File: src/rtl/lzhc_fifo.sv
`default_nettype none
module lzhc_fifo #(
    parameter int WIDTH = 8,
    parameter int DEPTH = 4
) (
    input  wire logic             clk,
    input  wire logic             rst_n,
    input  wire logic             push,
    input  wire logic [WIDTH-1:0] wr_data,
    output logic                  full,
    input  wire logic             pop,
    output logic      [WIDTH-1:0] rd_data,
    output logic                  empty
);

    localparam int AW = (DEPTH > 1) ? $clog2(DEPTH) : 1;

    logic [WIDTH-1:0] slots [DEPTH];
    logic [AW-1:0]    wp_reg, wp_next, rp_reg, rp_next;
    logic [AW:0]      cnt_reg, cnt_next;
    logic             do_push, do_pop;

    assign full    = (cnt_reg == (AW+1)'(DEPTH));
    assign empty   = (cnt_reg == '0);
    assign do_push = push && !full;
    assign do_pop  = pop && !empty;
    assign rd_data = slots[rp_reg];

    always_comb
    begin
        wp_next  = do_push ? ((wp_reg == AW'(DEPTH - 1)) ? '0 : wp_reg + 1'b1) : wp_reg;
        rp_next  = do_pop ? ((rp_reg == AW'(DEPTH - 1)) ? '0 : rp_reg + 1'b1) : rp_reg;
        cnt_next = cnt_reg + (AW+1)'(do_push) - (AW+1)'(do_pop);
    end

    always_ff @(posedge clk or negedge rst_n)
    begin
        if (!rst_n)
        begin
            wp_reg  <= '0;
            rp_reg  <= '0;
            cnt_reg <= '0;
        end
        else
        begin
            wp_reg  <= wp_next;
            rp_reg  <= rp_next;
            cnt_reg <= cnt_next;
        end
    end

    always_ff @(posedge clk)
    begin
        if (do_push)
        begin
            slots[wp_reg] <= wr_data;
        end
    end

endmodule
`default_nettype wire

File: config.mk
export PLATFORM = sky130hd
export DESIGN_NAME = lzhc_fifo
export DESIGN_NICKNAME = d
export VERILOG_FILES = /design/src/rtl/lzhc_fifo.sv
export SDC_FILE = /design/constraint.sdc
export NUM_CORES = 1
export LEC_CHECK = 0
export BUFFER_PORTS_ARGS = -buffer_cell sky130_fd_sc_hd__buf_2
export CORE_UTILIZATION = 35
export DETAILED_ROUTE_END_ITERATION = 8
export PLACE_DENSITY = 0.62
export SETUP_SLACK_MARGIN = 0.5
export SYNTH_ARGS = -nofsm -noshare
export SYNTH_HDL_FRONTEND = slang
export SYNTH_SLANG_ARGS = --single-unit
File: constraint.sdc
create_clock -name clk -period 6.5 [get_ports clk]
set_clock_uncertainty 0.05 [all_clocks]
set_input_delay 0.65 -clock clk [delete_from_list [all_inputs] [get_ports clk]]
set_output_delay 0.65 -clock clk [all_outputs]
set_load 0.03 [all_outputs]
==> results of run 1 <==
## cell families (layout without fill, tap and decap cells)
| kind of cell | Yosys count | count (layout) | share of synthesized area |
|---|---|---|---|
| adder cells (fa/ha/maj) | 8 | 8 | 0.0671 |
| flip-flops | 39 | 39 | 0.709 |
| XOR/XNOR | 2 | 2 | 0.0109 |
| AND/OR/NAND/NOR | 11 | 11 | 0.0515 |
| buffers and inverters | 9 | 36 | 0.0219 |
| multiplexers | 11 | 11 | 0.136 |
| AO/OA/AOI/OAI | 1 | 1 | 0.00391 |
## through the flow
step	instances	hold WS, ps	power (mW)	setup WS (ps)
6_report	160	141	0.855	4000
5_1_grt	160	136	0.913	3860
4_1_cts	160	138	0.872	3930
3_5_place_dp	152	446	0.715	4090
3_3_place_gp	152	442	0.701	4170
2_1_floorplan	81	304	0.633	3740
## worst paths after layout
| kind | from | endpoint | slack (ps) | depth (start not counted) |
|---|---|---|---|---|
| setup / recovery | rp_reg[0] | rd_data[0] | 4000 | 2 |
| setup reg to reg | cnt_reg[2] | cnt_reg[2] | 4280 | 9 |
| hold reg to reg | cnt_reg[0] | cnt_reg[0] | 560 | 1 |
| min in group clk | wr_data[6] | slots[2][6] | 520 | 1 |
| max in group asynchronous | rst_n | wp_reg[0] | 6100 | 1 |
| hold / removal | rst_n | cnt_reg[1] | 140 | 1 |
## worst max-delay path: cells and delay by family (launching register included)
family,cells,cell delay [ps]
buffers and inverters,1,190
DFF,1,730
muxes,1,590
## cells in the final DEF, fill, tap and decap left out
master,Yosys,layout
nor3_1,1,1
nor2b_2,1,1
clkinvlp_4,0,1
dfrtp_1,7,7
fa_1,1,1
o22ai_1,1,1
buf_2,1,21
mux4_2,8,8
clkinv_2,0,1
clkbuf_1,1,1
ha_1,7,7
nor3b_4,1,1
nand2_1,1,1
nand2b_4,1,1
xnor2_1,2,2
clkbuf_8,0,5
nor2_1,2,2
edfxtp_1,32,32
and2_1,4,4
inv_1,7,7
mux2_2,2,2
mux2_4,1,1
## where the power goes
part	total (mW)	switching, mW	leakage [nW]	internal, mW
sequential	0.394	0.0557	0.376	0.338
clock	0.155	0.0804	0.0412	0.0749
combinational	0.306	0.169	0.286	0.138
total	0.855	0.305	0.703	0.550
## Yosys cell counts
cell type and number:
edfxtp_1 32, mux4_2 8, dfrtp_1 7, ha_1 7, inv_1 7, and2_1 4, mux2_2 2, nor2_1 2
xnor2_1 2, buf_2 1, clkbuf_1 1, fa_1 1, mux2_4 1, nand2_1 1, nand2b_4 1, nor2b_2 1
nor3_1 1, nor3b_4 1, o22ai_1 1
## area by class of cell
cell class / count / area [um2]
clock buffers: 6 / 72.6
clock inverters: 2 / 12.5
fillers: 396 / 2530
inverters: 7 / 26.3
multi-input cells: 33 / 432
flip-flops and latches: 39 / 1140
well taps: 52 / 65.1
repair buffers: 21 / 105
## per-layer routing
layer / global-route usage / vias up
met2: 0.192 / 24
met5: 0 / -
li1: - / 352
met3: 0.0407 / 7
met1: 0.128 / 376
met4: 0.0600 / 0
==> results.json, run 1 <==
{
  "die_w_um": 69.7,
  "arrival_ps": 1800,
  "design_area_mm2": 0.00185,
  "max_freq_mhz": 400,
  "dpl-instance-area_mm2": 0.00176,
  "diodes": 0,
  "core_mm2": 0.00438,
  "dieArea_mm2": 0.00485,
  "wirelength_met1_um": 979,
  "ctsResizeCount": 0,
  "drive_above_1_share": 0.389,
  "status": "finished clean",
  "nNetsFinal": 127,
  "worstSkewPairLatency_ps": 280,
  "synthToLayoutAreaGrowth_pct": 15.4,
  "synth_nets": 101,
  "vdd_drop_max_uv": 213,
  "initial_core_util": 0.366,
  "fp-row-count": 24,
  "synthDistinctLibCells": 19,
  "hp-class": "primary input to async pin",
  "worstMarginPinSlew_ps": 609,
  "worstSetupEndpointType": "output pin",
  "grt_max_degree": 13,
  "vias": 759,
  "grt_pass1_vias": 843,
  "route.detailed.drc": 0,
  "rsz0062_at_grt": "false",
  "clkTransAtPathRegs_ps": 70,
  "dr_wl_met3_um": 142,
  "grt_usage": 0.115,
  "syn_area_per_cell_um2": 19.8,
  "p_leak_nw": 0.703,
  "crit_type": "register to output pin",
  "hold_viol": 0,
  "synthTopCellsByArea": "edfxtp_1 60%, mux4_2 11%, dfrtp_1 11%",
  "grt_pass1_wl_um": 3980,
  "pin_count": 22,
  "wl_um": 2390,
  "setup_viol": 0,
  "yosys_warnings": 0,
  "postRouteAntennaNets": 0,
  "viasPerCell": 4.74,
  "cts_tree": "done",
  "h-tree-depth": 2,
  "drt_iter0_drc": 80,
  "wl_met2_um": 1220,
  "worstPathRequired_ps": 5800,
  "clock_path_buffers": 2,
  "cts_root_buf": "clkbuf_8",
  "synthCells": 81,
  "synth.top_cell.area_share": 0.600,
  "hpwl_um": 1660,
  "mappedNetlistArea_mm2": 0.00160,
  "ys_seq_area_frac": 0.709,
  "port_buffers": 21,
  "gp_congestion": 0.653,
  "wl_per_cell_um": 14.9,
  "ys_ff_latch": 39,
  "die_h_um": 69.7,
  "min_period_over_period": 0.385,
  "first_pass_iters": 3,
  "critPathLaunchType": "register",
  "critPathMaxStageDelay_ps": 730,
  "cts_setup_buffers": 0,
  "fin_util": 0.422,
  "maxCapViolCount": 0,
  "top_layer_used": "met4",
  "cts_buffers": 5,
  "maxSlewViolCount": 0,
  "critPathMaxFanout": 11,
  "max_slew_margin": 0.594,
  "synth_largest_area_cell": "edfxtp_1",
  "grt_antenna_before_repair": 0,
  "clock_sinks": 39,
  "powerDensity_mw_per_mm2": 462,
  "worstPathCellList": "mux4_2 > buf_2",
  "gr-total-overflow": 0,
  "crit_slowest_cell": "dfrtp_1",
  "period_minus_slack_ps": 2500,
  "postCtsHoldBufs": 0,
  "largest_reg_flops": 32,
  "setup-tns-final_ps": 0
}
(Power assumes the default switching activity.)
==> run 2, diff against run 1 <==
clock period = 2.5 ns   (was 6.5 ns; I/O delays follow)
==> run 2 against run 1 <==
  * Worst hold slack worse by 19 ps
  * Utilization is 1.9 points higher
  * Power grew to 2.7 times the previous value
  * Sequential power grew to 2.6 times the previous value
  * Critical endpoint is now cnt_reg[2]
  * Critical path type is now register to register
  * Count of clock-buffer cells in the layout is 1 lower
  * Clock power grew to 2.6 times the previous value
  * Via count is 3.2% higher
  * Global-route usage is 0.47 points higher
  * Flip-flop and latch count stayed put
  * Worst setup slack worse by 3500 ps
  * Critical path depth is 7 higher
==> results.json, run 2 (synthesis gave the netlist of run 1 again) <==
{
  "status": "finished clean",
  "hpwl_um": 1700,
  "worstSkewPairLatency_ps": 290,
  "place_inst": 152,
  "drt_iter0_drc": 42,
  "switchingPower_mw": 0.839,
  "hp-class": "primary input to register",
  "multi_input_area_um2": 473,
  "final_cell_count_no_fill": 165,
  "crit_type": "register to register",
  "fp-row-count": 24,
  "worstPathRequired_ps": 2630,
  "hp-start": "wr_data[5]",
  "maxSlewViolCount": 0,
  "max_slew_margin": 0.692,
  "pin_count": 22,
  "hold_slack_ps": 122,
  "r2r-end": "cnt_reg[2]",
  "first_pass_iters": 4,
  "port_buffers": 21,
  "dieArea_mm2": 0.00485,
  "max_freq_mhz": 490,
  "cts_root_buf": "clkbuf_8",
  "cts_tree": "done",
  "viasPerCell": 4.75,
  "vdd_drop_max_uv": 633,
  "wl_per_cell_um": 15.3,
  "design_area_mm2": 0.00193,
  "critPathTopFamily": "adder cells",
  "grt_max_degree": 13,
  "crit_slowest_cell": "dfrtp_2",
  "critPathMostFrequentCell": "inv_2",
  "hold_viol": 0,
  "globalRouteMet1Util": 0.144,
  "core_mm2": 0.00438,
  "h-tree-depth": 2,
  "nNetsFinal": 132,
  "grt_pass1_wl_um": 4150,
  "diodes": 0,
  "synthToLayoutAreaGrowth_pct": 20.6,
  "final_common_cell": "edfxtp_1",
  "route.detailed.drc": 0,
  "met2_usage": 0.190,
  "grt_usage": 0.119,
  "largest_reg_flops": 32,
  "setup-tns-final_ps": 0,
  "final_cell_mix": "32 x edfxtp_1, 21 x buf_2, 8 x mux4_2",
  "die_h_um": 69.7,
  "die_w_um": 69.7,
  "setup_viol": 0,
  "p_seq_frac": 0.447,
  "p_sw_frac": 0.360,
  "reg2reg_slack_ps": 460,
  "r2r_cells": 9,
  "worstMarginPinSlew_ps": 461,
  "worstSetupEndpointType": "register",
  "clock_path_buffers": 2,
  "critPathMaxFanout": 3,
  "postRouteAntennaNets": 0,
  "arrival_ps": 2170,
  "grt_pass1_vias": 833,
  "grt_antenna_before_repair": 0,
  "maxCapViolCount": 0,
  "cts_buffers": 5,
  "crit_buf_inv": 2,
  "p_leak_nw": 0.737,
  "worstPathCellList": "nor3_4 > nand2b_4 > inv_2 > ha_4 > inv_2 > ha_2 > fa_2 > xnor2_2 > xnor2_1",
  "busiest_layer": "met2",
  "wl_um": 2530,
  "grtUsageMet3": 0.0334,
  "fin_util": 0.441,
  "rsz0062_at_grt": "true",
  "vias": 783,
  "clock_sinks": 39,
  "clkPwrFrac": 0.174,
  "combPwrFrac": 0.379,
  "powerDensity_mw_per_mm2": 1210,
  "drive_above_1_share": 0.513,
  "min_period_over_period": 0.816,
  "critPathLaunchType": "register",
  "hold_end": "slots[1][5]",
  "gp_congestion": 0.707,
  "critPathMaxStageDelay_ps": 450,
  "clkTransAtPathRegs_ps": 80,
  "period_minus_slack_ps": 2040,
  "area.sequential_mm2": 0.00114,
  "initial_core_util": 0.366,
  "fillCellCount": 404,
  "hold-path-cell-count": 1,
  "power.internal_mw": 1.49,
  "gr-total-overflow": 0,
  "rr_startpoint": "cnt_reg[0]",
  "dpl-instance-area_mm2": 0.00179
}
[run 2: changes by cell type in the layout (fill, tap and decap cells not counted), moves of 2 or more]
cell      previous run  this run
buf_4                0         4
clkinv_2             1         3
dfrtp_1              7         4
dfrtp_2              0         3
ha_1                 7         5
inv_1                7         4
inv_2                0         3
[run 2: layout make-up]
class,instances,share of cell area
Clock inverter,3,0.00777
Inverter,7,0.0136
Multi-Input combinational cell,33,0.245
Tap cell,52,0.0337
Timing Repair Buffer,26,0.0751
Sequential cell,39,0.590
Clock buffer,5,0.0356
[run 2: worst max path at each step]
stage | depth (start not counted) | to | slack [ps] | start
after global routing | 9 | cnt_reg[2] | 380 | cnt_reg[0]
after CTS | 9 | cnt_reg[2] | 380 | cnt_reg[2]
final | 9 | cnt_reg[2] | 460 | cnt_reg[0]
after floorplan | 9 | cnt_reg[2] | 280 | cnt_reg[0]
after detailed placement | 9 | cnt_reg[2] | 320 | cnt_reg[2]
after global placement | 9 | cnt_reg[2] | 400 | cnt_reg[2]
[run 2: what timing repair did]
action | in CTS | in global routing
hold buffers | 1 | 0
gates resized for setup | 2 | 2
setup endpoints to repair | 10 | 2
hold endpoints to repair | 7 | 0
setup buffers | 0 | 4
[run 2: worst register-to-register path, cell delays in order, from the launching register on]
cell and delay (ps):
dfrtp_2 450, nor3_4 180, nand2b_4 150, inv_2 40, ha_4 250, inv_2 30
ha_2 160, fa_2 360, xnor2_2 150, xnor2_1 120
[run 2: stage by stage]
stage	setup WS [ps]	total power, mW
detailed placement	320	1.91
floorplan	282	1.68
finish	460	2.33
global route	379	2.49
CTS	376	2.32
global placement	401	1.87
[run 2: per-layer routing]
layer  vias up  routed length (um)
met4         0                  67
li1        365                   -
met2        24                1270
met3         7                 151
met5         -                   0
met1       387                1030
[run 2: power by group through the flow]
stage	clock network, mW	logic, mW	registers [mW]
3_5_place_dp	0	0.844	1.06
5_1_grt	0.446	0.966	1.07
3_3_place_gp	0	0.821	1.05
6_report	0.405	0.884	1.04
2_1_floorplan	0	0.717	0.964
4_1_cts	0.417	0.852	1.05
