`src/rtl/lzhc_pkg.sv`:
```
`default_nettype none
package lzhc_pkg;

    localparam int LZHC_HISTORY_DEPTH = 32512;
    localparam int LZHC_HASH_BITS     = 15;
    localparam int LZHC_MATCH_MAX     = 258;
    localparam int LZHC_BUFFER_BYTES  = 65536;
    localparam int LZHC_MIN_MATCH     = 3;
    localparam int LZHC_CHAIN_W       = 11;
    localparam logic [LZHC_CHAIN_W-1:0] LZHC_CHAIN_RESET = 11'd20;
    localparam int LZHC_POS_W         = 32;
    localparam int LZHC_QUEUE_DEPTH   = 4;

    // one accepted input item as seen by the match engine
    typedef struct packed {
        logic [LZHC_POS_W-1:0] count;
        logic                  ending;
    } lzhc_step_t;

    typedef struct packed {
        logic        is_match;
        logic [7:0]  literal_value;
        logic [14:0] match_distance;
        logic [7:0]  length_minus_three;
        logic        stream_done;
    } lzhc_token_t;

endpackage
`default_nettype wire

```
`src/rtl/lzhc_front.sv`:
```
`default_nettype none
module lzhc_front
    import lzhc_pkg::*;
#(
    parameter int BUFFER_BYTES = LZHC_BUFFER_BYTES
) (
    input  wire logic                            clk,
    input  wire logic                            rst_n,
    input  wire logic                            take,
    input  wire logic                            operation,
    input  wire logic [7:0]                      data_byte,
    output logic                                 win_we,
    output logic      [$clog2(BUFFER_BYTES)-1:0] win_addr,
    output logic      [7:0]                      win_data,
    output lzhc_step_t                           step
);

    logic [LZHC_POS_W-1:0] br_reg, br_next;
    logic                  end_reg, end_next;
    logic                  store;

    // bytes after end of stream or past a full counter are dropped
    assign store    = take && !operation && !end_reg && (br_reg != '1);
    assign win_we   = store;
    assign win_addr = br_reg[$clog2(BUFFER_BYTES)-1:0];
    assign win_data = data_byte;

    always_comb
    begin
        br_next  = store ? br_reg + 1'b1 : br_reg;
        end_next = end_reg || (take && operation);
    end

    assign step.count  = br_next;
    assign step.ending = end_next;

    always_ff @(posedge clk or negedge rst_n)
    begin
        if (!rst_n)
        begin
            br_reg  <= '0;
            end_reg <= 1'b0;
        end
        else
        begin
            br_reg  <= br_next;
            end_reg <= end_next;
        end
    end

endmodule
`default_nettype wire

```
`config.mk`:
```
export PLATFORM = sky130hd
export DESIGN_NAME = lzhc_front
export DESIGN_NICKNAME = d
export VERILOG_FILES = /design/src/rtl/lzhc_pkg.sv /design/src/rtl/lzhc_front.sv
export SDC_FILE = /design/constraint.sdc
export NUM_CORES = 1
export LEC_CHECK = 0
export BUFFER_PORTS_ARGS = -buffer_cell sky130_fd_sc_hd__buf_4
export CORE_MARGIN = 2
export CORE_UTILIZATION = 44
export DETAILED_ROUTE_END_ITERATION = 7
export PLACE_DENSITY_LB_ADDON = 0.25
export SKIP_LAST_GASP = 1
export SLEW_MARGIN = 5
export SYNTH_ARGS = -nofsm -noshare
export SYNTH_HDL_FRONTEND = slang
export SYNTH_SLANG_ARGS = --single-unit
export TNS_END_PERCENT = 20
```
`constraint.sdc`:
```
create_clock -name clk -period 3.5 [get_ports clk]
set_input_delay 1.05 -clock clk [delete_from_list [all_inputs] [get_ports clk]]
set_output_delay 1.05 -clock clk [all_outputs]
set_load 0.005 [all_outputs]
```
==> reports/results.md, run 1 <==
• 0.29 ns — Clock Latency Late Sink
• 2.69 ns — arrival time at the worst endpoint
• 14.4 um — routed wire length per instance
• 10.6 um2 — syn_area_per_cell
• 0.227 — met1 usage
• 0 — reported max-cap violation count
• 2 — depth of the CTS H-tree
• 8 — Reg2Reg Depth
• 1.22 nW — standby leakage power
• 0.725 — worst relative slew slack
• 0 — pins over their slew limit
• 28 — number of unique standard cell types used by synthesis
• 1790 um2 — total standard cell area after synthesis
• yes — RSZ-0062 raised after global routing
• 318 nW/um2 — total power density per cell area
• 0 — number of DRC violations after detailed routing
• 0.462 — fraction of synthesized cell area taken by the top area cell type
• 3940 um — total detailed-routing wirelength
• 0 — hold violation count in the final report
• 6150 um — global-route wire length before repair
• 4 — Initial DRT Pass Iterations
• input port to output port — Worst Path Class, Setup
• 7 — critical path peak fanout
• met2 — GRT Max-Usage Layer
• 2.45 ns — endpoint required time on the critical path
• 33 — number of flip-flops and latches in the synthesized netlist
• sky130_fd_sc_hd__dfrtp_1 (46%), sky130_fd_sc_hd__buf_4 (11%), sky130_fd_sc_hd__xnor2_1 (8.3%) — largest cells by area after synthesis
• 2360 um2 — cell area after layout
• 0 — number of nets with antenna violations after routing
• 0.06 ns — clock edge transition at the registers on the reported setup and hold paths
• finished, violations left — run status
• 23 — Row Count
• 169 — gate count after technology mapping
• 0 — total grt overflow
• 2140 um2 — post-detailed-placement cell area
• 3.74 ns — post-layout minimum cycle time
• 1338 — vias in the first global route
• sky130_fd_sc_hd__clkbuf_8 — root cell of the clock tree
• 27 — Final setup violation count
• 321 — filler cell count in the final layout
• 0.00522 ns — maximum clock skew at final layout
• 0 — Hold-fix buffers, CTS
• 0 — antenna violations before repair
• 1.26 ns — slack of the worst reg-to-reg path
• output port — capturing element type of the critical path
• 0.751 mW — post-layout total power
• negative setup slack — failing checks
• 5.11 — via-per-instance ratio
• 0 — Post-synth EDFFs
• 67.7 um — Die Span X
• 34 — largest net degree at the start of global routing
• 53 — total of buffers placed on input and output ports
• end_reg$_DFF_PN0_ — endpoint of the worst hold path
• 0.462 — fraction of the yosys area taken by sequential cells
• 0 — synth warn
• 0.297 — fraction of met2 tracks used by global routing
• 33 — Sink Count
• 0.435 — share of layout cells above drive strength 1
• 0.413 ns — actual transition at the worst max-transition pin
• 32 — number of flip-flops in the largest register
• 2800 um — DP HPWL
• sky130_fd_sc_hd__dfrtp_1 — most common cell in the netlist
• 0.267 GHz — Fmax achieved
• sky130_fd_sc_hd__dfrtp_1 (33), sky130_fd_sc_hd__buf_4 (25), sky130_fd_sc_hd__xnor2_1 (17), sky130_fd_sc_hd__nand3_1 (14), sky130_fd_sc_hd__xor2_1 (13) — synth cell count leaders
• 5 — total clock buffers created by CTS
• 67.7 um — height of the chip
• -0.239 ns — Setup WS post-layout
• sky130_fd_sc_hd__dfrtp_1 — post-synth top area cell
• 1396 — via count
• done — TritonCTS clock tree
• br_reg[0]$_DFF_PN0_ — FF-to-FF Start
• 1 — cell depth of the worst hold path
• 70 — I/O pin cnt
• 182 — synthesized net count
• input port — Critical Path Start Type
• 0.184 — Overall Global Routing Usage
• 0.0650 — met3 layer usage reported by global route
• 0 — antenna cells
• flop to flop — Hold/Removal Path Class
• sky130_fd_sc_hd__dfrtp_1 — ys flop type
• br_reg[18]$_DFF_PN0_ — FF-to-FF End
• 236 — total number of nets in the final design
• 4590 um2 — full die area
• 1.07 — final period utilization
• 2 — clock tree buffer depth
• 1.00 — asr flop ratio synth
• 0.453 — starting density of the core
• 39 — Initial DRC Count
• 32.2% — area grow syn2layout
• 0.850 — gp weighted congestion
• end_reg$_DFF_PN0_ — start point of the worst hold path
• 3940 um2 — standard cell core area
• 0.000243 V — worst supply voltage drop on vdd
==> layout make-up <==
type | count | area [um2] | share of cell area
well taps | 50 | 62.6 | 0.0265
repair buffers | 72 | 548 | 0.232
clock buffers | 7 | 86.3 | 0.0365
flip-flops and latches | 33 | 826 | 0.350
multi-input cells | 111 | 840 | 0.355
==> report_power, final <==
| group | leakage, nW | internal [mW] | switching, mW | total (mW) |
|---|---|---|---|---|
| clock | 0.0443 | 0.156 | 0.132 | 0.288 |
| combinational | 0.729 | 0.0330 | 0.0251 | 0.0581 |
| sequential | 0.451 | 0.391 | 0.0141 | 0.405 |
==> kinds of logic (layout without fill, tap and decap cells) <==
family                     count (synthesis)  in the layout  synth area share
muxes                                      1              1           0.00630
DFF                                       33             33             0.462
xor gates and xnor gates                  30             30             0.147
AOI/OAI and AO/OA                          4              4            0.0245
and+or+nand+nor                           75             75             0.248
buffers and inverters                     25             79             0.105
adders and majority gates                  1              1           0.00700
==> worst max-delay path, cell delays in order <==
cell                      delay (ns)
sky130_fd_sc_hd__buf_6          0.09
sky130_fd_sc_hd__or3b_4         0.38
sky130_fd_sc_hd__or3_4          0.40
sky130_fd_sc_hd__a31oi_4        0.26
sky130_fd_sc_hd__nand4_1        0.15
sky130_fd_sc_hd__xnor2_1        0.21
sky130_fd_sc_hd__buf_4          0.15
==> cell usage in the layout (no fill, tap or decap) <==
cell                       synthesis  layout
sky130_fd_sc_hd__xnor2_2           0       4
sky130_fd_sc_hd__or3b_4            1       1
sky130_fd_sc_hd__ha_1              1       1
sky130_fd_sc_hd__nor3_4            1       2
sky130_fd_sc_hd__clkbuf_1          0       1
sky130_fd_sc_hd__nor3_2            0       2
sky130_fd_sc_hd__buf_6             0       2
sky130_fd_sc_hd__nand3b_1          2       2
sky130_fd_sc_hd__o21ai_4           0       1
sky130_fd_sc_hd__nand4_1          10      10
sky130_fd_sc_hd__mux2_2            1       1
sky130_fd_sc_hd__or3_4             1       1
sky130_fd_sc_hd__nor4_4            1       1
sky130_fd_sc_hd__buf_4            25      70
sky130_fd_sc_hd__and4bb_2          1       1
sky130_fd_sc_hd__xor2_1           13      12
sky130_fd_sc_hd__xor2_2            0       1
sky130_fd_sc_hd__a21o_2            1       1
sky130_fd_sc_hd__and3_2            1       1
sky130_fd_sc_hd__a21oi_1           1       1
sky130_fd_sc_hd__nor2_1           12      12
sky130_fd_sc_hd__nor3_1            7       4
sky130_fd_sc_hd__a31oi_4           1       1
sky130_fd_sc_hd__nand2b_1          1       1
sky130_fd_sc_hd__dfrtp_1          33      33
sky130_fd_sc_hd__or4_4             1       1
sky130_fd_sc_hd__nor3b_1           2       2
sky130_fd_sc_hd__nand3_1          14      14
sky130_fd_sc_hd__and4_1            1       1
sky130_fd_sc_hd__clkbuf_8          0       6
sky130_fd_sc_hd__nand2_1          10      10
sky130_fd_sc_hd__xnor2_1          17      13
sky130_fd_sc_hd__and3_1            7       7
sky130_fd_sc_hd__nor4_1            2       2
==> per-layer routing <==
| layer | up-vias | wire length, um | part of all wire |
|---|---|---|---|
| met4 | 0 | 52 | 0.013 |
| li1 | 675 | - | - |
| met3 | 7 | 264 | 0.067 |
| met2 | 44 | 1950 | 0.50 |
| met1 | 670 | 1670 | 0.42 |
| met5 | - | 0 | 0 |
==> per-stage QoR <==
| stage | utilization | TNS (ns) | hold slack (ns) | std cells | worst slack (ns) |
|---|---|---|---|---|---|
| after floorplan | - | 0 | 0.446 | 169 | 0.00391 |
| after global placement | 0.543 | -5.89 | 0.461 | 258 | -0.304 |
| after detailed placement | 0.543 | -6.66 | 0.469 | 258 | -0.358 |
| after CTS | 0.579 | -4.86 | 0.486 | 268 | -0.285 |
| after global routing | 0.599 | -7.29 | 0.517 | 273 | -0.345 |
| final | 0.599 | -4.15 | 0.482 | 273 | -0.239 |
==> worst max-delay path by stage <==
| stage | start | endpoint | slack (ns) | cells after the start |
|---|---|---|---|---|
| after CTS | operation | step[22] | -0.29 | 7 |
| after global placement | operation | step[24] | -0.30 | 7 |
| after floorplan | operation | step[22] | 0.004 | 5 |
| after detailed placement | operation | step[6] | -0.36 | 7 |
| final | operation | step[22] | -0.24 | 7 |
| after global routing | operation | step[8] | -0.34 | 7 |
==> repair_timing <==
action | CTS | global route
buffers inserted | 3 | 5
endpoints found under the hold margin | 0 | 0
pin swaps | 6 | 4
cloned | 0 | 0
endpoints found under the setup margin | 29 | 30
gates resized for setup | 6 | 6
(Power assumes the default switching activity.)
==> inputs of run 2 (changes only) <==
--- a/config.mk
+++ b/config.mk
@@ -7,7 +7,7 @@
 export LEC_CHECK = 0
 export BUFFER_PORTS_ARGS = -buffer_cell sky130_fd_sc_hd__buf_4
 export CORE_MARGIN = 2
-export CORE_UTILIZATION = 44
+export CORE_UTILIZATION = 52
 export DETAILED_ROUTE_END_ITERATION = 7
 export PLACE_DENSITY_LB_ADDON = 0.25
 export SKIP_LAST_GASP = 1
==> constraint.sdc (replaced) <==
create_clock -name clk -period 4.7 [get_ports clk]
set_input_delay 0 -clock clk [delete_from_list [all_inputs] [get_ports clk]]
set_output_delay 0 -clock clk [all_outputs]
set_load 0.005 [all_outputs]
==> run 2 against run 1 <==
The flow now finishes without violations; die area shrank 15%; utilization grew 4.7 points; register-to-register slack gained 1.4 ns; count of clock-buffer cells in the layout is the same; worst hold slack lost 0.48 ns; cell area shrank 9.4%; critical path depth shrank 1; combinational power shrank 24%; sequential power shrank 25%; via count shrank 2.0%; critical endpoint is now step[2].
==> reports/results.md, run 2 (same netlist as run 1, synthesis figures left out) <==
• win_data[2] — endpoint of the worst hold path
• input port to output port — Hold/Removal Path Class
• 0.687 — worst relative slew slack, -0.0375
• 62.6 um — height of the chip, -7.5%
• 0 — cell depth of the worst hold path, -1
• flop to output port — Worst Path Class, Setup
• sky130_fd_sc_hd__clkbuf_4 — root cell of the clock tree
• 33 — Sink Count, unchanged
• 5 — critical path peak fanout, -2
• 2.63 ns — slack of the worst reg-to-reg path, +1.37 ns
• 2780 um — DP HPWL, -0.74%
• 0 — number of DRC violations after detailed routing, unchanged
• sky130_fd_sc_hd__buf_4 — most frequent standard cell in the layout excluding fill and tap cells
• 2.43 ns — arrival time at the worst endpoint, -0.26 ns
• 220 — total number of nets in the final design, -6.8%
• 5 — Reg2Reg Depth, -3
• 0 — reported max-cap violation count, unchanged
• br_reg[0]$_DFF_PN0_ — FF-to-FF Start
• 1370 — vias in the first global route, +2.4%
• 0 — hold violation count in the final report, unchanged
• 0 — number of nets with antenna violations after routing, unchanged
• 0.819 — gp weighted congestion, -3.7%
• data_byte[2] — start point of the worst hold path
• 0 ns — Sum Neg Setup Slack, +4.15 ns
• 1368 — via count, -2.0%
• 0.33 ns — Clock Latency Late Sink, +0.04 ns
• 0 — antenna violations before repair, unchanged
• 0.338 — share of layout cells above drive strength 1, -0.0968
• 0.467 ns — actual transition at the worst max-transition pin, +0.0545 ns
• 0 — antenna cells, unchanged
• 45 — Initial DRC Count, +15%
• 0 — total grt overflow, unchanged
• 1.07 nW — standby leakage power, -13%
• 0.412 GHz — Fmax achieved
• 253 — final non-filler cell total, -7.3%
• 4 — Initial DRT Pass Iterations, unchanged
• 3920 um2 — full die area, -15%
• 5.41 — via-per-instance ratio, +5.7%
• br_reg[0]$_DFF_PN0_ — Critical path origin
• 62.6 um — Die Span X, -7.5%
• 70 — I/O pin cnt, unchanged
• 6200 um — global-route wire length before repair, +0.80%
• 3310 um2 — standard cell core area, -16%
• 0.540 — starting density of the core, +0.0865
• 302 — filler cell count in the final layout, -5.9%
• complete, no violations — run status
• 4.70 ns — endpoint required time on the critical path, +2.25 ns
• 0 — pins over their slew limit, unchanged
• 5 — total clock buffers created by CTS, unchanged
• 0.000186 V — worst supply voltage drop on vdd, -24%
• 53 — total of buffers placed on input and output ports, unchanged
• 14.5 um — routed wire length per instance, +0.86%
• 0 — Final setup violation count, -100%
• 2 — clock tree buffer depth, unchanged
• 32 — number of flip-flops in the largest register, unchanged
• 2.43 ns — post-layout minimum cycle time
• 0.198 — Overall Global Routing Usage, +0.0139
• 3 — Hold-fix buffers, CTS, +3
• 0.09 ns — clock edge transition at the registers on the reported setup and hold paths, +0.03 ns
• 236 nW/um2 — total power density per cell area, -26%
• output port — capturing element type of the critical path
• 0.516 — final period utilization
• done — TritonCTS clock tree
• 2 — depth of the CTS H-tree, unchanged
• flop — Critical Path Start Type
• 34 — largest net degree at the start of global routing, unchanged
• 21 — Row Count, -8.7%
• 0 — Post CTS Setup Buffer Count, -3
• 19.7% — area grow syn2layout
• no — RSZ-0062 raised after global routing
• 3680 um — total detailed-routing wirelength, -6.5%
• sky130_fd_sc_hd__buf_4 (53), sky130_fd_sc_hd__dfrtp_1 (33), sky130_fd_sc_hd__xnor2_1 (17) — commonest non-fill, non-tap cells in the layout
• 243 — cell count after placement, -5.8%
• br_reg[1]$_DFF_PN0_ — FF-to-FF End
• 0 — post-cts gate resize count, -6
• 0.00385 ns — maximum clock skew at final layout, -0.00137 ns
==> run 2: how the worst max path moves through the flow <==
stage	slack (ns)	endpoint
6_report	2.27	step[2]
3_5_place_dp	2.63	step[2]
5_1_grt	2.06	step[29]
4_1_cts	2.25	step[4]
3_3_place_gp	2.69	step[2]
2_1_floorplan	2.82	br_reg[1]$_DFF_PN0_
==> run 2: layout make-up <==
cell class / count / area [um2] / area share
Clock buffer: 7 / 55.1 / 0.0257
Tap cell: 46 / 57.6 / 0.0269
Multi-Input combinational cell: 111 / 773 / 0.361
Sequential cell: 33 / 826 / 0.386
Timing Repair Buffer: 56 / 428 / 0.200
==> run 2: critical path, cell delays in order, from the launching register on <==
cell	delay, ns
sky130_fd_sc_hd__dfrtp_1	0.45
sky130_fd_sc_hd__ha_1	0.26
sky130_fd_sc_hd__nand4_1	0.14
sky130_fd_sc_hd__and4bb_2	0.31
sky130_fd_sc_hd__a21oi_1	0.40
sky130_fd_sc_hd__mux2_2	0.41
sky130_fd_sc_hd__buf_4	0.14
==> run 2: per-layer routing <==
layer / up-vias / track usage / part of all wire
li1: 639 / - / -
met1: 678 / 0.236 / 0.41
met2: 46 / 0.339 / 0.51
met3: 5 / 0.0685 / 0.067
met4: 0 / 0.0556 / 0.012
met5: - / 0 / 0
==> run 2: per-stage QoR <==
step	power, mW	area [um2]	hold slack [ns]	util	setup slack (ns)
CTS	0.510	2140	0.0000346	0.646	2.25
floorplan	0.333	1790	-0.296	-	2.82
global route	0.531	2140	0.00000816	0.646	2.06
finish	0.506	2140	0.00000197	0.646	2.27
global placement	0.350	2050	-0.0429	0.621	2.69
detailed placement	0.351	2050	-0.0345	0.621	2.63
==> run 2: report_power, final <==
part | total (mW) | switching (mW) | internal, mW
clock | 0.160 | 0.0894 | 0.0705
combinational | 0.0442 | 0.0190 | 0.0252
sequential | 0.302 | 0.0110 | 0.291
total | 0.506 | 0.119 | 0.386
==> inputs of run 3 (changes only) <==
--- a/config.mk
+++ b/config.mk
@@ -5,6 +5,7 @@
 export SDC_FILE = /design/constraint.sdc
 export NUM_CORES = 1
 export LEC_CHECK = 0
+export ABC_AREA = 1
 export BUFFER_PORTS_ARGS = -buffer_cell sky130_fd_sc_hd__buf_4
 export CORE_MARGIN = 2
 export CORE_UTILIZATION = 52
==> constraint.sdc (replaced) <==
create_clock -name clk -period 2.37 [get_ports clk]
set_input_delay 0 -clock clk [delete_from_list [all_inputs] [get_ports clk]]
set_output_delay 0 -clock clk [all_outputs]
set_load 0.005 [all_outputs]
==> run 3 against run 2 <==
Worst setup slack got worse by 2.1 ns; count of clock-buffer cells in the layout fell by 1; routed wire length rose by 55%; die area rose by 32%; total power rose by 97%; clock skew rose by 0.0061 ns; sequential cell count did not move; critical path depth rose by 5; sequential share of layout area fell by 8.8 points; first-iteration DRC count rose by 130%; cell area rose by 30%; combinational power fell by 54%; largest power group unchanged.
==> reports/results.md, run 3 <==
• 367 — gate count after technology mapping, +120%
• 0.0105 — complex-gate fraction of the synthesized area, -0.0140
• 24 — Row Count, +14%
• 0 — total grt overflow, unchanged
• 5160 um2 — full die area, +32%
• sky130_fd_sc_hd__nand2_1 (149), sky130_fd_sc_hd__buf_4 (54), sky130_fd_sc_hd__nor2_1 (49) — commonest non-fill, non-tap cells in the layout
• 0 — reported max-cap violation count, unchanged
• 0.884 — gp weighted congestion, +7.9%
• 21 — number of unique standard cell types used by synthesis, -25%
• 53 — total of buffers placed on input and output ports, unchanged
• 0.596 ns — actual transition at the worst max-transition pin, +0.129 ns
• 380 — synthesized net count, +110%
• 0.192 — share of layout cells above drive strength 1, -0.147
• 0.00996 ns — maximum clock skew at final layout, +0.00611 ns
• 0 ns — Sum Neg Setup Slack, unchanged
• 0 — number of nets with antenna violations after routing, unchanged
• input port to output port — Hold/Removal Path Class
• 0.773 mW — P_int, +100%
• 0 — antenna cells, unchanged
• 0.455 GHz — Fmax achieved
• 0 — Final setup violation count, unchanged
• sky130_fd_sc_hd__dfrtp_1 — post-synth top area cell
• 12.6 um — routed wire length per instance, -14%
• 71.8 um — Die Span X, +15%
• 360 nW/um2 — total power density per cell area, +52%
• 0 — Post-synth EDFFs, unchanged
• 5 — Initial DRT Pass Iterations, +1
• 414 — total number of nets in the final design, +88%
• 0.345 — fraction of synthesized cell area taken by the top area cell type, -0.117
• 34 — largest net degree at the start of global routing, unchanged
• 71.8 um — height of the chip, +15%
• 0.928 — final period utilization
• 0.224 — sw frac, -0.0119
• 0 — share of synthesized area spent on multiplexers, -0.00630
• 4380 um2 — standard cell core area, +32%
• 0.00000226 ns — hold slack final, +0.000000295 ns
• step[27] — endpoint of the worst setup timing path
• 5 — total clock buffers created by CTS, unchanged
• sky130_fd_sc_hd__dfrtp_1 (35%), sky130_fd_sc_hd__nand2_1 (23%), sky130_fd_sc_hd__buf_4 (8.2%) — largest cells by area after synthesis
• sky130_fd_sc_hd__dfrtp_1 — cell type of the slowest stage on the worst timing path
• 11 — depth of the critical timing path with buffers and inverters included, +5
• 0.020 — portion of total power attributed to combinational logic, -0.067
• 33 — Sink Count, unchanged
• sky130_fd_sc_hd__nand2_1 (149), sky130_fd_sc_hd__nor2_1 (49), sky130_fd_sc_hd__inv_1 (34), sky130_fd_sc_hd__dfrtp_1 (33), sky130_fd_sc_hd__buf_4 (26) — synth cell count leaders
• 2 — depth of the CTS H-tree, unchanged
• 0.601 — worst relative slew slack, -0.0863
• 0.415 — Clock Power Share, +0.099
• 32 — number of flip-flops in the largest register, unchanged
• no — RSZ-0062 raised after global routing
• 5710 um — total detailed-routing wirelength, +55%
• 0.223 mW — net switching power, +87%
• 3 — buffers and inverters on the worst path, +2
• br_reg[26]$_DFF_PN0_ — FF-to-FF End
• 0 — synth warn, unchanged
• br_reg[1]$_DFF_PN0_ — FF-to-FF Start
• ha_1, inv_1, nor2_2, nand2_2, nor2_4, nand2_8, nand2_8, inv_2, nand2_1, nand2_1, buf_4 — cell-by-cell listing of the critical path
• simple AND/OR/NAND/NOR gates — combinational family with the most area after synthesis
• 442 — cell count after placement, +82%
• output port — capturing element type of the critical path
• sky130_fd_sc_hd__clkbuf_8 — root cell of the clock tree
• 5.01 — via-per-instance ratio, -7.3%
• 0.345 — fraction of the yosys area taken by sequential cells, -0.117
• 1.31 nW — standby leakage power, +22%
• 105 — Initial DRC Count, +130%
• 0.07 ns — clock edge transition at the registers on the reported setup and hold paths, -0.02 ns
• 2275 — via count, +66%
• 454 — final non-filler cell total, +79%
• 1.00 — asr flop ratio synth, unchanged
• done — TritonCTS clock tree
• br_reg[1]$_DFF_PN0_ — Critical path origin
• 2.37 ns — endpoint required time on the critical path, -2.33 ns
• 0.0256 — post-synthesis share of cell area spent on xor and xnor gates, -0.121
• 0 — hold violation count in the final report, unchanged
• flop to output port — Worst Path Class, Setup
• 70 — I/O pin cnt, unchanged
• 2 — clock tree buffer depth, unchanged
• flop — Critical Path Start Type
• 15.9% — area grow syn2layout
• 0.466 — share of synthesized cell area in and, or, nand and nor gates, +0.218
• 0.29 ns — Clock Latency Late Sink, -0.04 ns
• simple AND/OR/NAND/NOR gates — Largest delay share family, worst path
• sky130_fd_sc_hd__nand2_1 — most frequent standard cell in the layout excluding fill and tap cells
• 2.20 ns — arrival time at the worst endpoint, -0.23 ns
• 33 — number of flip-flops and latches in the synthesized netlist, unchanged
• 0.47 ns — slack of the worst reg-to-reg path, -2.16 ns
• sky130_fd_sc_hd__nand2_1 — most common cell in the netlist
• 33 — critical path peak fanout, +28
• 2390 um2 — total standard cell area after synthesis, +34%
• 10 — Reg2Reg Depth, +5
• 1971 — vias in the first global route, +44%
• 2.20 ns — post-layout minimum cycle time
• complete, no violations — run status
• 0.43 ns — worst stage delay on the critical path, -0.02 ns
• 4450 um — DP HPWL, +60%
• 0.000317 V — worst supply voltage drop on vdd, +70%
• 0.00523 — adder and majority gate portion of the synthesized area, -0.00177
• 0.228 — Overall Global Routing Usage, +0.0302
• 0 — antenna violations before repair, unchanged
• 0 — pins over their slew limit, unchanged
• 6.52 um2 — syn_area_per_cell, -38%
• 0.545 — starting density of the core, +0.00569
• 0.565 — Seq pwr share, -0.031
• sky130_fd_sc_hd__dfrtp_1 — ys flop type
• 9140 um — global-route wire length before repair, +48%
• 0 — number of DRC violations after detailed routing, unchanged
-- run 3: cell types whose count changed after synthesis, moves of 5 or more --
cell and change:
sky130_fd_sc_hd__nand2_1 +139, sky130_fd_sc_hd__nor2_1 +37, sky130_fd_sc_hd__inv_1 +34, sky130_fd_sc_hd__xor2_1 -12, sky130_fd_sc_hd__xnor2_1 -11, sky130_fd_sc_hd__nand3_1 +9, sky130_fd_sc_hd__and3_1 -7, sky130_fd_sc_hd__nand3b_1 +6
sky130_fd_sc_hd__nor2_2 +5, sky130_fd_sc_hd__nor3_1 -5, sky130_fd_sc_hd__o21ai_0 +5
-- run 3: area by class of cell --
| type | count | area, um2 |
|---|---|---|
| tap | 52 | 65.1 |
| clock inverter | 2 | 10.0 |
| clock buffer | 6 | 72.6 |
| sequential | 33 | 827 |
| timing repair buffer | 57 | 435 |
| inverter | 35 | 131 |
| multi-input combinational | 269 | 1230 |
| fill | 415 | 1610 |
-- run 3: layer usage --
metal | vias to the layer above | track usage | wire (um)
li1 | 1185 | - | -
met1 | 1028 | 0.331 | 2710
met2 | 56 | 0.352 | 2680
met5 | - | 0 | 0
met4 | 0 | 0.0692 | 51
met3 | 6 | 0.0338 | 268
-- run 3: kinds of logic after synthesis --
logic type	after synthesis
buf+inv	65
simple gates	256
flops	33
compound gates	5
fa+ha+maj	1
xor+xnor	7
-- run 3: power by group through the flow --
stage	registers, mW	logic [mW]	clock network (mW)
floorplan	0.574	0.0122	0
global route	0.562	0.0234	0.450
detailed placement	0.574	0.0173	0
finish	0.563	0.0202	0.414
global placement	0.574	0.0168	0
CTS	0.563	0.0210	0.426
-- run 3: what timing repair did --
action                     CTS  global route
setup endpoints to repair    0            15
resized for setup            0             3
setup buffers                0             1
hold endpoints to repair    34             0
hold buffers                 3             0
-- run 3: worst min path at each step --
stage                     cells after the start                   end  slack [ns]          from
final                                         0           win_data[3]    0.000002  data_byte[3]
after global placement                        1  br_reg[15]$_DFF_PN0_       -0.03         rst_n
after global routing                          0           win_data[3]     0.00001  data_byte[3]
after floorplan                               0   br_reg[0]$_DFF_PN0_       -0.30         rst_n
after detailed placement                      1  br_reg[15]$_DFF_PN0_       -0.03         rst_n
after CTS                                     0           win_data[5]     0.00003  data_byte[5]
-- run 3: worst reg2reg max path, cell delays in order (launching register included) --
cell and delay (ns):
sky130_fd_sc_hd__dfrtp_1 0.43, sky130_fd_sc_hd__ha_1 0.23, sky130_fd_sc_hd__inv_1 0.07, sky130_fd_sc_hd__nor2_2 0.14
sky130_fd_sc_hd__nand2_2 0.11, sky130_fd_sc_hd__nor2_4 0.18, sky130_fd_sc_hd__nand2_8 0.17, sky130_fd_sc_hd__nand2_8 0.16
sky130_fd_sc_hd__inv_2 0.12, sky130_fd_sc_hd__nand2_1 0.09, sky130_fd_sc_hd__nand2_1 0.07
-- run 3: metrics by stage --
stage / setup slack, ns / util / power, mW / area (um2)
6_report: 0.172 / 0.632 / 0.997 / 2770
5_1_grt: 0.00393 / 0.632 / 1.04 / 2770
4_1_cts: 0.000781 / 0.626 / 1.01 / 2750
3_5_place_dp: 0.309 / 0.600 / 0.591 / 2630
3_3_place_gp: 0.410 / 0.600 / 0.590 / 2630
2_1_floorplan: 0.754 / - / 0.586 / 2390
